### src/rtl/complex_arithmetic_unit_macros.svh
// Assertion macros for the complex arithmetic unit.
// Included by the top level; no other dependencies.
`ifndef COMPLEX_ARITHMETIC_UNIT_MACROS_SVH
`define COMPLEX_ARITHMETIC_UNIT_MACROS_SVH
`ifndef NO_ASSERTIONS
`define CAU_ASSERT_IMPL(label, clk, rst_n, prop) \
    label: assert property (@(posedge clk) disable iff (!rst_n) (prop)) \
        else $error("assertion failed");
`define CAU_ASSERT_RESET(label, clk, cond) \
    label: assert property (@(posedge clk) (cond)) else $error("reset check failed");
`else
`define CAU_ASSERT_IMPL(label, clk, rst_n, prop)
`define CAU_ASSERT_RESET(label, clk, cond)
`endif
`endif

### src/rtl/cau_pkg.sv
// Shared types, constants and helpers for the complex arithmetic unit.
// No dependencies.
package cau_pkg;
    localparam int FRAC_BITS = 16;
    localparam int NUM_W = 66;
    localparam int DEN_W = 64;
    localparam int QBITS = 34;
    localparam int DIV_STEPS = NUM_W + FRAC_BITS;
    // quotient magnitude cap: just above 2^32 so the clamp still trips
    localparam logic [QBITS-1:0] QCAP = 34'h100000001;

    typedef enum logic [2:0] {
        ACT_ADD = 3'd0, ACT_SUB = 3'd1, ACT_MUL = 3'd2, ACT_DIV = 3'd3,
        ACT_CONJ = 3'd4, ACT_NEG = 3'd5, ACT_MOD2 = 3'd6, ACT_NONE = 3'd7
    } action_t;

    typedef struct packed {
        logic                    is_div;
        logic                    dz;
        logic                    direct;
        logic signed [NUM_W-1:0] dre;
        logic signed [NUM_W-1:0] dim;
        logic [NUM_W-1:0]        nre;
        logic [NUM_W-1:0]        nim;
        logic                    sre;
        logic                    sim;
        logic [DEN_W-1:0]        den;
    } cell_t;

    typedef struct packed {
        logic [NUM_W-1:0] rre;
        logic [NUM_W-1:0] rim;
        logic [QBITS-1:0] qre;
        logic [QBITS-1:0] qim;
    } div_t;

    function automatic logic [32:0] clamp(input logic signed [NUM_W-1:0] v);
        logic [32:0] r;
        if (v > 66'sd2147483647) r = {1'b1, 32'h7FFFFFFF};
        else if (v < -66'sd2147483648) r = {1'b1, 32'h80000000};
        else r = {1'b0, v[31:0]};
        return r;
    endfunction
endpackage

### src/rtl/cau_div_cell.sv
// One restoring-division cell: shifts one numerator bit into both remainders.
// Depends on cau_pkg.
module cau_div_cell (
    input  logic            aclk,
    input  logic            en,
    input  logic            valid_in,
    input  logic [6:0]      step,
    input  cau_pkg::cell_t  cell_in,
    input  cau_pkg::div_t   div_in,
    output logic            valid_out,
    output cau_pkg::cell_t  cell_out,
    output cau_pkg::div_t   div_out
);
    logic [66:0]   tre, tim;
    logic [33:0]   qre, qim;
    logic          bre, bim;
    cau_pkg::div_t d;
    logic          v_reg;
    cau_pkg::cell_t c_reg;
    cau_pkg::div_t  d_reg;

    // numerator bit: n << FRAC_BITS, MSB first
    always_comb begin
        if (step >= 7'(cau_pkg::FRAC_BITS)) begin
            bre = cell_in.nre[7'(step - 7'(cau_pkg::FRAC_BITS))];
            bim = cell_in.nim[7'(step - 7'(cau_pkg::FRAC_BITS))];
        end else begin
            bre = 1'b0;
            bim = 1'b0;
        end
        tre = {div_in.rre, bre};
        tim = {div_in.rim, bim};
        qre = {div_in.qre[32:0], 1'b0};
        qim = {div_in.qim[32:0], 1'b0};
        d = div_in;
        if (tre >= 67'(cell_in.den)) begin
            tre = tre - 67'(cell_in.den);
            qre[0] = 1'b1;
        end
        if (tim >= 67'(cell_in.den)) begin
            tim = tim - 67'(cell_in.den);
            qim[0] = 1'b1;
        end
        if (qre > 34'h100000000) qre = cau_pkg::QCAP;
        if (qim > 34'h100000000) qim = cau_pkg::QCAP;
        d.rre = tre[65:0];
        d.rim = tim[65:0];
        d.qre = qre;
        d.qim = qim;
    end

    // advance to the next cell
    always_ff @(posedge aclk) begin
        if (!en) begin
        end else begin
            v_reg <= valid_in;
            c_reg <= cell_in;
            d_reg <= (cell_in.is_div && !cell_in.dz) ? d : div_in;
        end
    end

    assign valid_out = v_reg;
    assign cell_out  = c_reg;
    assign div_out   = d_reg;
endmodule

### config.mk
export PLATFORM = sky130hd
export DESIGN_NAME = cau_div_cell
export DESIGN_NICKNAME = d
export VERILOG_FILES = /design/src/rtl/complex_arithmetic_unit_macros.svh /design/src/rtl/cau_pkg.sv /design/src/rtl/cau_div_cell.sv
export SDC_FILE = /design/constraint.sdc
export NUM_CORES = 1
export LEC_CHECK = 0
export BUFFER_PORTS_ARGS = -buffer_cell sky130_fd_sc_hd__buf_4
export CAP_MARGIN = 25
export CORE_AREA = 2 2 416 418
export CTS_BUF_LIST = sky130_fd_sc_hd__clkbuf_2
export DETAILED_ROUTE_END_ITERATION = 8
export DIE_AREA = 0 0 418 420
export GPL_TIMING_DRIVEN = 0
export PLACE_DENSITY_LB_ADDON = 0.05
export SLEW_MARGIN = 20
export SYNTH_ARGS = -nofsm -noshare
export SYNTH_HDL_FRONTEND = slang
export SYNTH_SLANG_ARGS = --single-unit
export TNS_END_PERCENT = 5
### constraint.sdc
create_clock -name aclk -period 12 [get_ports aclk]
set_input_delay 0.6 -clock aclk [delete_from_list [all_inputs] [get_ports aclk]]
set_output_delay 0.6 -clock aclk [all_outputs]
set_load 0.01 [all_outputs]
==> results.py, run 1 <==
metrics = {
    "status": {
        "status": "did not finish",
        "haltStage": "clock tree synthesis (4_1_cts)",
        "error": "[ERROR RSZ-0060] Max buffer count reached.",
    },
    "logic_synthesis": {
        "syn-cell-area_mm2": 0.02871,
        "synth_edf_count": 534,
        "synth_top_area_cell": "edfxtp_1",
        "synth_flop_cell": "edfxtp_1",
        "synth_area_per_cell_um2": 11.66,
        "yosys-top-cells-area": "edfxtp_1 56%, ha_1 5.7%, a21oi_1 3.5%, nand2_1 3.2%, o21ai_0 2.8%",
        "ys_warn_count": 0,
        "synth-seq-area-share": 0.5585,
        "ys_async_sr_fraction": 0,
        "synth.top_cell.area_share": 0.5585,
        "syn_inst": 2462,
        "synth_fp_nets": 3137,
        "synth.distinct_cells": 76,
        "synth-seq-cells": 534,
    },
    "floorplanning": {
        "initial_core_util": 0.1679,
        "dieWidth_um": 418,
        "num_rows": 152,
        "pin_count": 1077,
        "die_h_um": 420,
    },
    "placement": {
        "port_buffers": 1074,
        "place_hpwl_mm": 137.2,
        "gp_congestion": 0.7984,
        "placed_cells": 5785,
    },
    "cts": {
        "clock-sinks": 534,
        "post_cts_buffers": 0,
        "cts_buffer_depth": 3,
        "ctsHoldBuffers": 1214,
        "cts_resized": 0,
        "cts_buffers": 171,
        "cts_root_buf": "clkbuf_2",
        "htreeDepth": 4,
    },
}
## synthesized netlist by cell type (all sizes together), types with 7 or more instances
| cell | count |
|---|---|
| xor2 | 37 |
| nor2b | 13 |
| o21a | 21 |
| inv | 99 |
| o211ai | 10 |
| a21oi | 201 |
| nand3 | 31 |
| and3 | 12 |
| ha | 130 |
| o21bai | 24 |
| clkbuf | 96 |
| a21boi | 13 |
| a21o | 89 |
| nor2 | 136 |
| o31ai | 10 |
| nand2 | 245 |
| a22o | 62 |
| a31oi | 24 |
| xnor2 | 83 |
| nor4 | 23 |
| nor3 | 33 |
| o22ai | 7 |
| nand4 | 44 |
| mux4 | 35 |
| edfxtp | 534 |
| mux2i | 74 |
| buf | 32 |
| o21ai | 206 |
| nand2b | 14 |
| and2 | 14 |
| or3 | 8 |
| a211oi | 19 |
## through the flow
stage / worst slack (ns) / area (µm²) / hold WS, ns
after floorplan: 6.066 / 28710 / 0.6989
after global placement: 2.001 / 39570 / 0.7785
after detailed placement: 3.108 / 39910 / 0.7793
## cell families after synthesis
| group | after synthesis | synth area share |
|---|---|---|
| adder cells (fa/ha/maj) | 132 | 0.05805 |
| XOR/XNOR | 120 | 0.03661 |
| multiplexers | 114 | 0.05521 |
| AND/OR/NAND/NOR | 597 | 0.09544 |
| buffers and inverters | 227 | 0.03312 |
| flip-flops | 534 | 0.5585 |
| AO/OA/AOI/OAI | 738 | 0.1631 |
==> run 2: changes to the inputs <==
--- a/config.mk
+++ b/config.mk
@@ -7,12 +7,11 @@
 export LEC_CHECK = 0
 export BUFFER_PORTS_ARGS = -buffer_cell sky130_fd_sc_hd__buf_4
 export CAP_MARGIN = 25
-export CORE_AREA = 2 2 416 418
-export CTS_BUF_LIST = sky130_fd_sc_hd__clkbuf_2
+export CORE_AREA = 2 2 421 423
 export DETAILED_ROUTE_END_ITERATION = 8
-export DIE_AREA = 0 0 418 420
+export DIE_AREA = 0 0 423 425
 export GPL_TIMING_DRIVEN = 0
-export PLACE_DENSITY_LB_ADDON = 0.05
+export PLACE_DENSITY_LB_ADDON = 0.15
 export SLEW_MARGIN = 20
 export SYNTH_ARGS = -nofsm -noshare
 export SYNTH_HDL_FRONTEND = slang
==> run 2 against run 1 <==
Compared with the run above: the flow now finishes without violations; synthesized cell count stayed put; synthesized area stayed put.
==> results.py, run 2 <==
metrics = {
    "timing": {
        "worst_slew_pin_slew_ns": 1.087,
        "holdWs_ns": 0.08579,
        "maxClockFrequency_mhz": 114.1,
        "rsz0062_at_grt": "no",
        "slew_viol_final": 0,
        "setup_violations": 0,
        "hold_violations": 0,
        "min_period_ns": 8.768,
        "finalCritPeriodShare": 0.7306,
        "slew_headroom": 0.2704,
        "setup_tns_ns": 0,
    },
    "run": {
        "max-cap-violations": 0,
    },
    "cts": {
        "cts_root_buf": "clkbuf_16",
        "cts_resized": 0,
        "cts_buffers": 76,
        "ctsHoldBuffers": 17,
        "cts_tree": "yes",
        "clock-sinks": 534,
        "post_cts_buffers": 0,
        "cts_buffer_depth": 3,
        "htreeDepth": 3,
        "clk_pin_slew_ns": 0.06,
    },
    "floorplanning": {
        "pin_count": 1077,
        "initial_core_util": 0.1637,
        "coreArea_mm2": 0.1753,
        "die-area_mm2": 0.1798,
        "dieWidth_um": 423,
        "num_rows": 154,
        "die_h_um": 425,
    },
    "grt": {
        "grt_pass1_wl_mm": 231.5,
        "grt_antenna_before_repair": 55,
        "grtUsageTotal": 0.1884,
        "grt_max_degree": 93,
        "grt_pass1_vias": 25170,
        "grt.overflow.total": 0,
    },
    "critical_path": {
        "end_kind": "flop",
        "path_class": "in2reg",
        "cp_cell_sequence": "buf_1, clkbuf_1, mux4_2, o22ai_1, nor3_1, o311ai_0, o21ai_0, nand2_1, ha_1, inv_1, fa_1, a21o_1, a2111oi_0, nor4b_1, o21ai_0, a31oi_1, o21ai_1, a21boi_0, o311ai_0, a21boi_0, xor2_1, o21ai_1",
        "crit_buf_inv": 3,
        "cp_max_fo": 10,
        "slowest_stage": "a2111oi_0",
        "cpPeakStageDelay_ns": 0.87,
        "path_delay_family": "compound AO/OA/AOI/OAI gates",
        "cp.arrival_ns": 9.20,
        "cp.required_ns": 12.43,
        "crit_path_start_kind": "primary input",
    },
    "placement": {
        "place_hpwl_mm": 150.4,
        "gp_congestion": 0.9402,
        "port_buffers": 1074,
    },
    "routing": {
        "routedWlPerCell_um": 29.18,
        "via_count": 25680,
        "via_per_inst": 4.248,
        "drt_pass1_iterations": 5,
        "wl_mm": 176.4,
        "drc_errors": 0,
        "postRouteAntennaNets": 0,
        "drt_iter0_markers": 1876,
    },
    "logic_synthesis": {
        "synth-seq-area-share": 0.5585,
        "ys_top_cells_by_count": "534 x edfxtp_1, 244 x nand2_1, 200 x a21oi_1",
        "ys_async_sr_fraction": 0,
        "synth_area_per_cell_um2": 11.66,
        "synth.top_cell.area_share": 0.5585,
        "synth.distinct_cells": 76,
        "synth_edf_count": 534,
        "ys_warn_count": 0,
        "yosys-top-cells-area": "edfxtp_1 56%, ha_1 5.7%, a21oi_1 3.5%, nand2_1 3.2%, o21ai_0 2.8%",
        "synth-seq-cells": 534,
        "synth_fp_nets": 3137,
        "synth_flop_cell": "edfxtp_1",
        "synth_top_area_cell": "edfxtp_1",
        "syn-cell-area_mm2": 0.02871,
        "synth.most_common_cell": "edfxtp_1",
        "syn_inst": 2462,
    },
    "layout": {
        "nets": 4318,
        "syn2layout_area_growth_pct": 48.45,
        "drive_above_1_share": 0.3469,
        "layout_common_cells": "1076 x buf_4, 534 x edfxtp_1, 244 x nand2_1",
        "largest_reg_flops": 333,
        "final_common_cell": "buf_4",
        "fin_util": 0.2431,
    },
    "power": {
        "power.leakage_nw": 17.78,
        "p_per_area_mw_per_mm2": 141.4,
        "ir_drop_mv": 0.09942,
        "power_mw": 6.028,
    },
    "worst_hold_path": {
        "holdCritPathClass": "in2reg",
    },
    "status": {
        "status": "finished, final reports clean",
    },
}
run 2: cell counts after synthesis:
No cell type changed its count.
run 2: path summary, 6_finish.rpt:
| check | from | slack, ns | cells past startpoint | end |
|---|---|---|---|---|
| setup / recovery | step[0] | 3.23 | 22 | div_out[128] |
| hold / removal | cell_in[204] | 0.09 | 1 | cell_out[204] |
run 2: final cells by class:
class	instances	area, µm²
clock buffer	92	2004
buffer	128	583.1
inverter	99	371.6
fill	18920	132700
timing repair buffer	1103	8499
sequential	534	16040
multi-input combinational	1701	11740
clock inverter	41	441.7
antenna	8	20.02
tap	2340	2928
run 2: cell families after synthesis:
family / Yosys count / synth area share
AOI/OAI and AO/OA: 738 / 0.1631
and+or+nand+nor: 597 / 0.09544
DFF: 534 / 0.5585
buffers and inverters: 227 / 0.03312
adders and majority gates: 132 / 0.05805
xor gates and xnor gates: 120 / 0.03661
muxes: 114 / 0.05521
run 2: routing by layer:
layer  wire, µm  vias up  global-route usage
met4       3306       34             0.04164
met3      10370      194             0.04519
li1           -    11750                   -
met1      75860    12830              0.2401
met2      86640      877              0.3213
met5        235        -                   0
run 2: metrics by stage:
step | worst slack (ns) | instance area (µm²) | instances
2_1_floorplan | 6.066 | 28710 | 2462
3_3_place_gp | 2.359 | 39700 | 5876
3_5_place_dp | 2.412 | 39980 | 5888
4_1_cts | 3.217 | 42600 | 6038
5_1_grt | 2.729 | 42620 | 6044
6_report | 3.232 | 42620 | 6046
run 2: report_power, final:
part / leakage (nW) / switching, mW / internal, mW
registers: 5.22 / 0.0512 / 2.24
logic: 11.4 / 0.836 / 0.597
clock network: 1.18 / 0.973 / 1.33
total: 17.8 / 1.86 / 4.17
Power figures use the tool's default switching activity.
